### src/rtl/rgb_lcd_timing_generator_top_defines.svh
// ----------------------------------------------------------------------------
// RGB LCD timing generator assertion macros
// Shared macros for the concurrent checks of the timing generator.
// ----------------------------------------------------------------------------
`ifndef RGB_LCD_TIMING_GENERATOR_TOP_DEFINES_SVH
`define RGB_LCD_TIMING_GENERATOR_TOP_DEFINES_SVH

// Same-cycle implication check.
`define RLTG_ASSERT_IMP(label, clk, rst, ante, cons, msg) \
   label: assert property (@(posedge clk) disable iff (rst) (ante) |-> (cons)) \
      else $error(msg);

// Next-cycle implication check.
`define RLTG_ASSERT_NXT(label, clk, rst, ante, cons, msg) \
   label: assert property (@(posedge clk) disable iff (rst) (ante) |=> (cons)) \
      else $error(msg);

`endif

### src/rtl/rltg_pkg.sv
// ----------------------------------------------------------------------------
// RGB LCD timing generator package
// Register codes, reset values, command codes and shared types.
// ----------------------------------------------------------------------------
`timescale 1ns / 1ps

package rltg_pkg;

   localparam int CSR_INDEX_W = 3;
   localparam int CSR_DATA_W  = 10;

   localparam logic [CSR_INDEX_W-1:0] REG_HSYNC_WIDTH = 3'd0;
   localparam logic [CSR_INDEX_W-1:0] REG_LINE_LENGTH = 3'd1;
   localparam logic [CSR_INDEX_W-1:0] REG_DE_START    = 3'd2;
   localparam logic [CSR_INDEX_W-1:0] REG_PAD_WIDTH   = 3'd3;
   localparam logic [CSR_INDEX_W-1:0] REG_VSYNC_LINES = 3'd4;
   localparam logic [CSR_INDEX_W-1:0] REG_BLANK_LINES = 3'd5;
   localparam logic [CSR_INDEX_W-1:0] REG_DUMMY_LINES = 3'd6;

   localparam logic [7:0] RST_HSYNC_WIDTH = 8'd11;
   localparam logic [9:0] RST_LINE_LENGTH = 10'd429;
   localparam logic [9:0] RST_DE_START    = 10'd42;
   localparam logic [7:0] RST_PAD_WIDTH   = 8'd62;
   localparam logic [5:0] RST_VSYNC_LINES = 6'd3;
   localparam logic [5:0] RST_BLANK_LINES = 6'd3;
   localparam logic [5:0] RST_DUMMY_LINES = 6'd22;

   // Upper bounds of the register sums used to size the counters.
   localparam int MAX_SETUP_LINES = 4 * 63;
   localparam int MAX_DE_REACH    = 1023 + 2 * 255;

   localparam logic CMD_WRITE = 1'b0;
   localparam logic CMD_TICK  = 1'b1;

   localparam int RED_LSB   = 11;
   localparam int GREEN_LSB = 5;
   localparam int BLUE_LSB  = 0;

   typedef struct packed {
      logic [7:0] hsync_width;
      logic [9:0] line_length;
      logic [9:0] de_start;
      logic [7:0] pad_width;
      logic [5:0] vsync_lines;
      logic [5:0] blank_lines;
      logic [5:0] dummy_lines;
   } cfg_type;

   typedef struct packed {
      logic hsync;
      logic vsync;
      logic data_enable;
      logic active;
   } flags_type;

endpackage

### src/rtl/rltg_timing.sv
// ----------------------------------------------------------------------------
// RGB LCD timing generator counters
// Column and line counters with the sync, enable and active-area decode.
// ----------------------------------------------------------------------------
`timescale 1ns / 1ps

module rltg_timing #(
   parameter int ACTIVE_WIDTH = 196,
   parameter int ACTIVE_LINES = 196,
   parameter int ROW_W        = 8,
   parameter int X_W          = 8
) (
   input  logic                clock,
   input  logic                reset,
   input  rltg_pkg::cfg_type   cfg,
   input  logic                advance,
   output rltg_pkg::flags_type flags,
   output logic [ROW_W-1:0]    row,
   output logic [X_W-1:0]      x
);
   import rltg_pkg::*;

   localparam int LINE_W = $clog2(MAX_SETUP_LINES + ACTIVE_LINES + 1);
   localparam int H_W    = $clog2(MAX_DE_REACH + ACTIVE_WIDTH + 1);

   logic [9:0]        col_ff, col_in;
   logic [LINE_W-1:0] line_ff, line_in;
   logic [LINE_W-1:0] d0, a0, a1, d1, row_full;
   logic [H_W-1:0]    col_h, de_lo, act_lo, act_hi, de_hi, x_full;
   logic              de_line, act_line, in_de;

   always_comb begin
      d0 = LINE_W'(cfg.vsync_lines) + LINE_W'(cfg.blank_lines);
      a0 = d0 + LINE_W'(cfg.dummy_lines);
      a1 = a0 + LINE_W'(ACTIVE_LINES);
      d1 = a1 + LINE_W'(cfg.dummy_lines);
      de_line  = (line_ff >= d0) && (line_ff < d1);
      act_line = (line_ff >= a0) && (line_ff < a1);

      col_h  = H_W'(col_ff);
      de_lo  = H_W'(cfg.de_start);
      act_lo = de_lo + H_W'(cfg.pad_width);
      act_hi = act_lo + H_W'(ACTIVE_WIDTH);
      de_hi  = act_hi + H_W'(cfg.pad_width);
      in_de  = de_line && (col_h >= de_lo) && (col_h < de_hi);

      flags.hsync       = col_ff >= 10'(cfg.hsync_width);
      flags.vsync       = line_ff >= LINE_W'(cfg.vsync_lines);
      flags.data_enable = in_de;
      flags.active      = in_de && act_line && (col_h >= act_lo) && (col_h < act_hi);

      row_full = line_ff - a0;
      x_full   = col_h - act_lo;
      row      = row_full[ROW_W-1:0];
      x        = x_full[X_W-1:0];

      col_in  = col_ff;
      line_in = line_ff;
      if (advance) begin
         if (({1'b0, col_ff} + 11'd1) >= {1'b0, cfg.line_length}) begin
            col_in = '0;
            if (((LINE_W+1)'(line_ff) + (LINE_W+1)'(1)) >= (LINE_W+1)'(d1)) begin
               line_in = '0;
            end else begin
               line_in = line_ff + LINE_W'(1);
            end
         end else begin
            col_in = col_ff + 10'd1;
         end
      end
   end

   always_ff @(posedge clock) begin
      if (reset) begin
         col_ff  <= '0;
         line_ff <= '0;
      end else begin
         col_ff  <= col_in;
         line_ff <= line_in;
      end
   end

endmodule

### config.mk
export PLATFORM = sky130hd
export DESIGN_NAME = rltg_timing
export DESIGN_NICKNAME = d
export VERILOG_FILES = /design/src/rtl/rgb_lcd_timing_generator_top_defines.svh /design/src/rtl/rltg_pkg.sv /design/src/rtl/rltg_timing.sv
export SDC_FILE = /design/constraint.sdc
export NUM_CORES = 1
export LEC_CHECK = 0
export BUFFER_PORTS_ARGS = -buffer_cell sky130_fd_sc_hd__buf_2
export CAP_MARGIN = 20
export CORE_MARGIN = 3
export CORE_UTILIZATION = 35
export DETAILED_ROUTE_END_ITERATION = 6
export GPL_ROUTABILITY_DRIVEN = 1
export SYNTH_ARGS = -nofsm -noshare
export SYNTH_HDL_FRONTEND = slang
export SYNTH_SLANG_ARGS = --single-unit
export TNS_END_PERCENT = 20
### constraint.sdc
create_clock -name clock -period 5.5 [get_ports clock]
set_input_delay 0.275 -clock clock [delete_from_list [all_inputs] [get_ports clock]]
set_output_delay 0.275 -clock clock [all_outputs]
set_load 0.02 [all_outputs]
Yosys cells after proc, flatten, opt, wreduce, memory -nomap -nowiden

Cells that the tools add are included.

Register bits after elaboration: 19
Latch bits: 0
RAM bits: 0
Memory bits (read-only): 0
Output and inout port bits: 20
Word-level logic and storage cells: 37
Memories kept: 0

$add $sub $neg: 13
Multipliers: 0
Div/mod/pow operators: 0
$lt $le $gt $ge: 12
Eq/ne operators: 0
Shifts and indexed selects: 0
Mux-type cells: 2
Bitwise gates (word level): 0
Reduce and logical (&&, ||, !) cells: 8

Operators with widths:

| kind                                                             | count |
|---|---|
| 10-bit by 11-bit < comparator with 1-bit output                  | 2 |
| 9-bit < comparator                                               | 2 |
| 8-bit subtractor                                                 | 2 |
| 10-bit by 1-bit adder with 11-bit output (second input constant) | 1 |
| 10-bit by 8-bit adder with 11-bit output                         | 1 |
| 11-bit by 8-bit adder with 11-bit output                         | 1 |
| 11-bit by 8-bit adder with 11-bit output (second input constant) | 1 |
| 10-bit by 11-bit greater-or-equal comparator with 1-bit output   | 1 |
| 11-bit by 10-bit greater-or-equal comparator with 1-bit output   | 1 |
| 10-bit by 1-bit adder with 10-bit output (second input constant) | 1 |
| 9-bit by 1-bit adder with 10-bit output (second input constant)  | 1 |
| 10-bit greater-or-equal comparator                               | 1 |
| 10-bit by 8-bit greater-or-equal comparator with 1-bit output    | 1 |
| 10-bit by 9-bit greater-or-equal comparator with 1-bit output    | 1 |
| 10-bit 2-to-1 mux                                                | 1 |
| 8-bit by 8-bit adder with 9-bit output (second input constant)   | 1 |
| 9-bit by 1-bit adder with 9-bit output (second input constant)   | 1 |
| 9-bit by 6-bit adder with 9-bit output                           | 1 |
| 9-bit by 6-bit greater-or-equal comparator with 1-bit output     | 1 |
| 9-bit by 7-bit greater-or-equal comparator with 1-bit output     | 1 |
| 9-bit by 8-bit greater-or-equal comparator with 1-bit output     | 1 |
| 9-bit 2-to-1 mux                                                 | 1 |
| 7-bit by 6-bit adder with 8-bit output                           | 1 |
| 6-bit by 6-bit adder with 7-bit output                           | 1 |
| other kinds (2)                                                  | 8 |

Logic depth before layout (Yosys ltp)

Depth after elaboration: 11
Mapped depth: 25
Gate-level depth less buffers: 25

Least setup slack after synthesis

Ideal clock, no wire load.

Path kind: input to register
Start: in cfg[7] (netlist name)
End: reg line_ff[2]
Library setup time: 72 ps
Arrival: 4,770 ps
Data required time: 5,428 ps
Setup slack: 659 ps
Stages on the path: 23
Cell sequence: ha_1 a21o_1 a21oi_1 o21bai_1 a21oi_1 xnor2_1 ha_1 buf_6 or3b_2 o2111ai_1 a311oi_2 xor2_1 ha_1 xor2_1 ha_1 and3_1 a21oi_1 o21ai_0 o41ai_1 nand2_1 a311oi_4 a21oi_1 mux2i_1

Word-level cells in the longest chain between the ends: 6

Ends and longest elaborated chain:

| what                                                          | line              | source |
|---|---|---|
| from (decl)                                                   | rltg_timing.sv:15 | `input rltg_pkg::cfg_type cfg,` |
| 6-bit by 6-bit adder with 7-bit output                        | rltg_timing.sv:33 | `d0 = LINE_W'(cfg.vsync_lines) + LINE_W'(cfg.blank_lines);` |
| 7-bit by 6-bit adder with 8-bit output                        | rltg_timing.sv:34 | `a0 = d0 + LINE_W'(cfg.dummy_lines);` |
| 8-bit by 8-bit adder with 9-bit output                        | rltg_timing.sv:35 | `a1 = a0 + LINE_W'(ACTIVE_LINES);` |
| 9-bit by 6-bit adder with 9-bit output                        | rltg_timing.sv:36 | `d1 = a1 + LINE_W'(cfg.dummy_lines);` |
| 10-bit by 9-bit greater-or-equal comparator with 1-bit output | rltg_timing.sv:62 | `if (((LINE_W+1)'(line_ff) + (LINE_W+1)'(1)) >= (LINE_W+1)'(d1)) begin` |
| 9-bit 2-to-1 mux                                              | rltg_timing.sv:62 |  |
| to (signal assigned)                                          | rltg_timing.sv:79 | `line_ff <= line_in;` |
| to (decl)                                                     | rltg_timing.sv:27 | `logic [LINE_W-1:0] line_ff, line_in;` |

No other way between the ends.
A chain may end at the register's enable or synchronous reset.

==> run_results.csv <==
group,metric,value,unit
routing,drc,0,
logic_synthesis,yosysTopAreaCell,"ha_1",
place,io_buffers,76,
clock_network,hold_buffers,0,
sta,slew_viol_final,0,
hold_path,hp-class,"input port to flip-flop",
logic_synthesis,yosysSeqAreaShare,6.898,%
job,drv_cap,0,
clock_network,cts_setup_buffers,0,
cells_and_area,fillers,1643,
sta,setup-tns-final,0,ns
global_route,overflow,0,
logic_synthesis,synthArstFlopShare,0,%
global_route,grt_pass1_wl,22700,um
worst_setup_path,crit_chain,"buf_2 > ha_1 > fa_1 > a21o_1 > a21oi_1 > xnor2_1 > xor2_1 > ha_1 > nor2_1 > nor2_1 > a21o_1 > a21oi_1 > nor2b_1 > o21ai_0 > xnor2_1 > ha_1 > nand2_1 > a21oi_1 > a221oi_1 > o21ai_0 > and3_1 > o2bb2ai_1 > nor3_2 > buf_2",
worst_setup_path,critPathTopFamily,"compound AO/OA/AOI/OAI gates",
global_route,grt_pass1_vias,4834,
floorplanning,initial_utilization,36.00,%
hold_path,min_from,"reset",
logic_synthesis,syn-cell-area,5514,sq um
worst_setup_path,r2r_end,"line_ff[2]",
routing,drt_pass1_iterations,4,
cells_and_area,num-nets-final,997,
logic_synthesis,ys.flop_type,"dfxtp_1",
worst_setup_path,critPathCaptureType,"output port",
cells_and_area,diodes,0,
routing,drt-initial-drc-count,219,
logic_synthesis,netlist_top_cells_area,"ha_1 31%, dfxtp_1 6.9%, inv_1 6.3%",
routing,vias,5069,
sta,setup_viol,0,
worst_setup_path,cp-start-kind,"input port",
logic_synthesis,post-synth-top-count-cell,"ha_1",
logic_synthesis,synth.top_cell.area_share,31.31,%
worst_setup_path,required,5.22,ns
pwr,powerDensity,250.2,nW/um^2
routing,viasPerCell,5.044,
hold_path,hold_path_depth,2,
global_route,grtUsageTotal,15.40,%
worst_setup_path,worstSetupPathType,"input port to output port",
clock_network,cts_tree,"built",
floorplanning,core-area,15310,sq um
floorplanning,ios,77,
logic_synthesis,ys_warn_count,0,
place,routabilityCongestion,0.8720,
clock_network,cts.htree.levels,1,
logic_synthesis,syn_nets,914,
logic_synthesis,yosys.cell_types.count,69,
global_route,grt_max_degree,13,
sta,fmax,0.1952,GHz
logic_synthesis,synth_edf_count,0,
run_status,status,"completed",
place,dp_hpwl,11740,um
worst_setup_path,crit_cells,24,
logic_synthesis,ys_top_cells_by_count,"138 x ha_1, 93 x inv_1, 45 x nand2_1",
cells_and_area,layout-drive-gt1-share,14.23,%
cells_and_area,post-route-util,41.13,%
worst_setup_path,cp.arrival,4.85,ns
pwr,p_leak,3.357,nW
place,place_area,6186,sq um
logic_synthesis,synth-seq-cells,19,
clock_network,cts.sinks,19,
worst_setup_path,path_buf_inv,2,
routing,wl,13660,um
logic_synthesis,synthCells,712,
worst_setup_path,worst_path_max_delay_cell,"fa_1",
floorplanning,dieArea,17300,sq um
worst_setup_path,cp_max_fo,5,
pwr,ir_worst_vdd,178.7,uV
clock_network,clk_pin_slew,0.05,ns
worst_setup_path,r2r_slack,1.77,ns
pwr,total_power,1.576,mW
place,dp_cells,1001,
global_route,antenna_found_initial,0,
clock_network,cts_buffers,3,
sta,slew_headroom,64.60,%
cells_and_area,multi_input_area,4778,sq um
sta,tightest_slew,0.5272,ns
clock_network,root_buffer,"clkbuf_16",
clock_network,clk_latency,0.25,ns
cells_and_area,seq_area,380.4,sq um
hold_path,min_to,"col_ff[4]",
worst_setup_path,reg2regPathDepth,15,
routing,drtAntennaViolNets,0,
floorplanning,placementRows,45,
cells_and_area,areaGrowthSynthToFinish,14.23,%
cells_and_area,final_cells,1005,
clock_network,clockBufferDepth,2,
worst_setup_path,reg2reg_from,"col_ff[2]",
sta,skew,0.003563,ns
routing,wire_per_inst,13.59,um
sta,min_period_over_period,93.15,%
sta,period_needed,5.123,ns
worst_setup_path,cp_slowest_stage_delay,0.41,ns
sta,rsz0062_at_grt,"false",
floorplanning,die_h,131.5,um
cells_and_area,final_area,6299,sq um
sta,final-hold-violation-count,0,
floorplanning,dieWidth,131.5,um
logic_synthesis,avgSynthCellArea,7.744,sq um
==> sequential cells by signal, summed over array words and instances (netlist names) <==
register,flops
line_ff,9
col_ff,10
==> metrics by stage <==
stage	setup WS, ns	hold WS (ns)
6_report	0.3767	0.3460
5_1_grt	0.04596	0.3615
4_1_cts	0.06120	0.3412
3_5_place_dp	-0.01359	0.6048
3_3_place_gp	0.09524	0.5985
2_1_floorplan	0.6587	0.5121
==> worst max path at each step <==
stage,from,endpoint,slack [ns]
finish,cfg[18],flags[0],0.38
global route,cfg[7],flags[0],0.05
CTS,cfg[12],flags[0],0.06
detailed placement,cfg[12],line_ff[2],-0.01
global placement,cfg[12],line_ff[2],0.1
floorplan,cfg[7],line_ff[2],0.66
==> what timing repair did <==
action | 4_1_cts | 5_1_grt
gates resized for setup | 0 | 8
endpoints found under the hold margin | 0 | 0
endpoints found under the setup margin | 0 | 10
==> layer usage <==
metal,GRT usage (%),wire length (um),up-vias
met5,0,0,-
met4,1.809,99,0
met3,1.761,499,6
met2,28.14,6523,90
met1,19.98,6534,2266
li1,-,-,2707
==> cells by family after synthesis <==
| family | Yosys count | share of synthesized area, % |
|---|---|---|
| xor+xnor | 60 | 9.666 |
| buf+inv | 100 | 7.057 |
| flops | 19 | 6.898 |
| fa+ha+maj | 145 | 33.86 |
| compound gates | 195 | 24.39 |
| mux | 2 | 0.3857 |
| simple gates | 191 | 17.74 |
==> report_power, final <==
group	internal [mW]	total, mW	switching (mW)
logic	0.554	1.28	0.728
clock network	0.0986	0.151	0.0524
registers	0.139	0.143	0.00405
==> worst register-to-register path: cells and delay by family (launching register included) <==
kind	cells	cell delay, ns
AND/OR/NAND/NOR	6	1.21
AO/OA/AOI/OAI	5	1.05
flip-flops	1	0.59
adder cells (fa/ha/maj)	1	0.31
buffers and inverters	1	0.21
XOR/XNOR	1	0.18
multiplexers	1	0.14
==> placed cells by master (no fill, tap or decap), types with 17 or more instances in the layout <==
master / netlist / routed
inv_1: 93 / 93
nand2_1: 45 / 45
ha_1: 138 / 137
xnor2_1: 37 / 35
a21o_1: 22 / 22
dfxtp_1: 19 / 19
a21oi_1: 44 / 43
nor2_1: 42 / 42
xor2_1: 22 / 22
nor2b_1: 17 / 17
buf_2: 2 / 76
o21ai_0: 44 / 42
nand3_1: 21 / 21
==> cell type report <==
class | instances | area share (%)
Multi-Input combinational cell | 593 | 75.86
Timing Repair Buffer | 85 | 7.112
Sequential cell | 19 | 6.039
Inverter | 93 | 5.542
Tap cell | 211 | 4.191
Clock buffer | 4 | 1.251
Power figures use the tool's default switching activity.
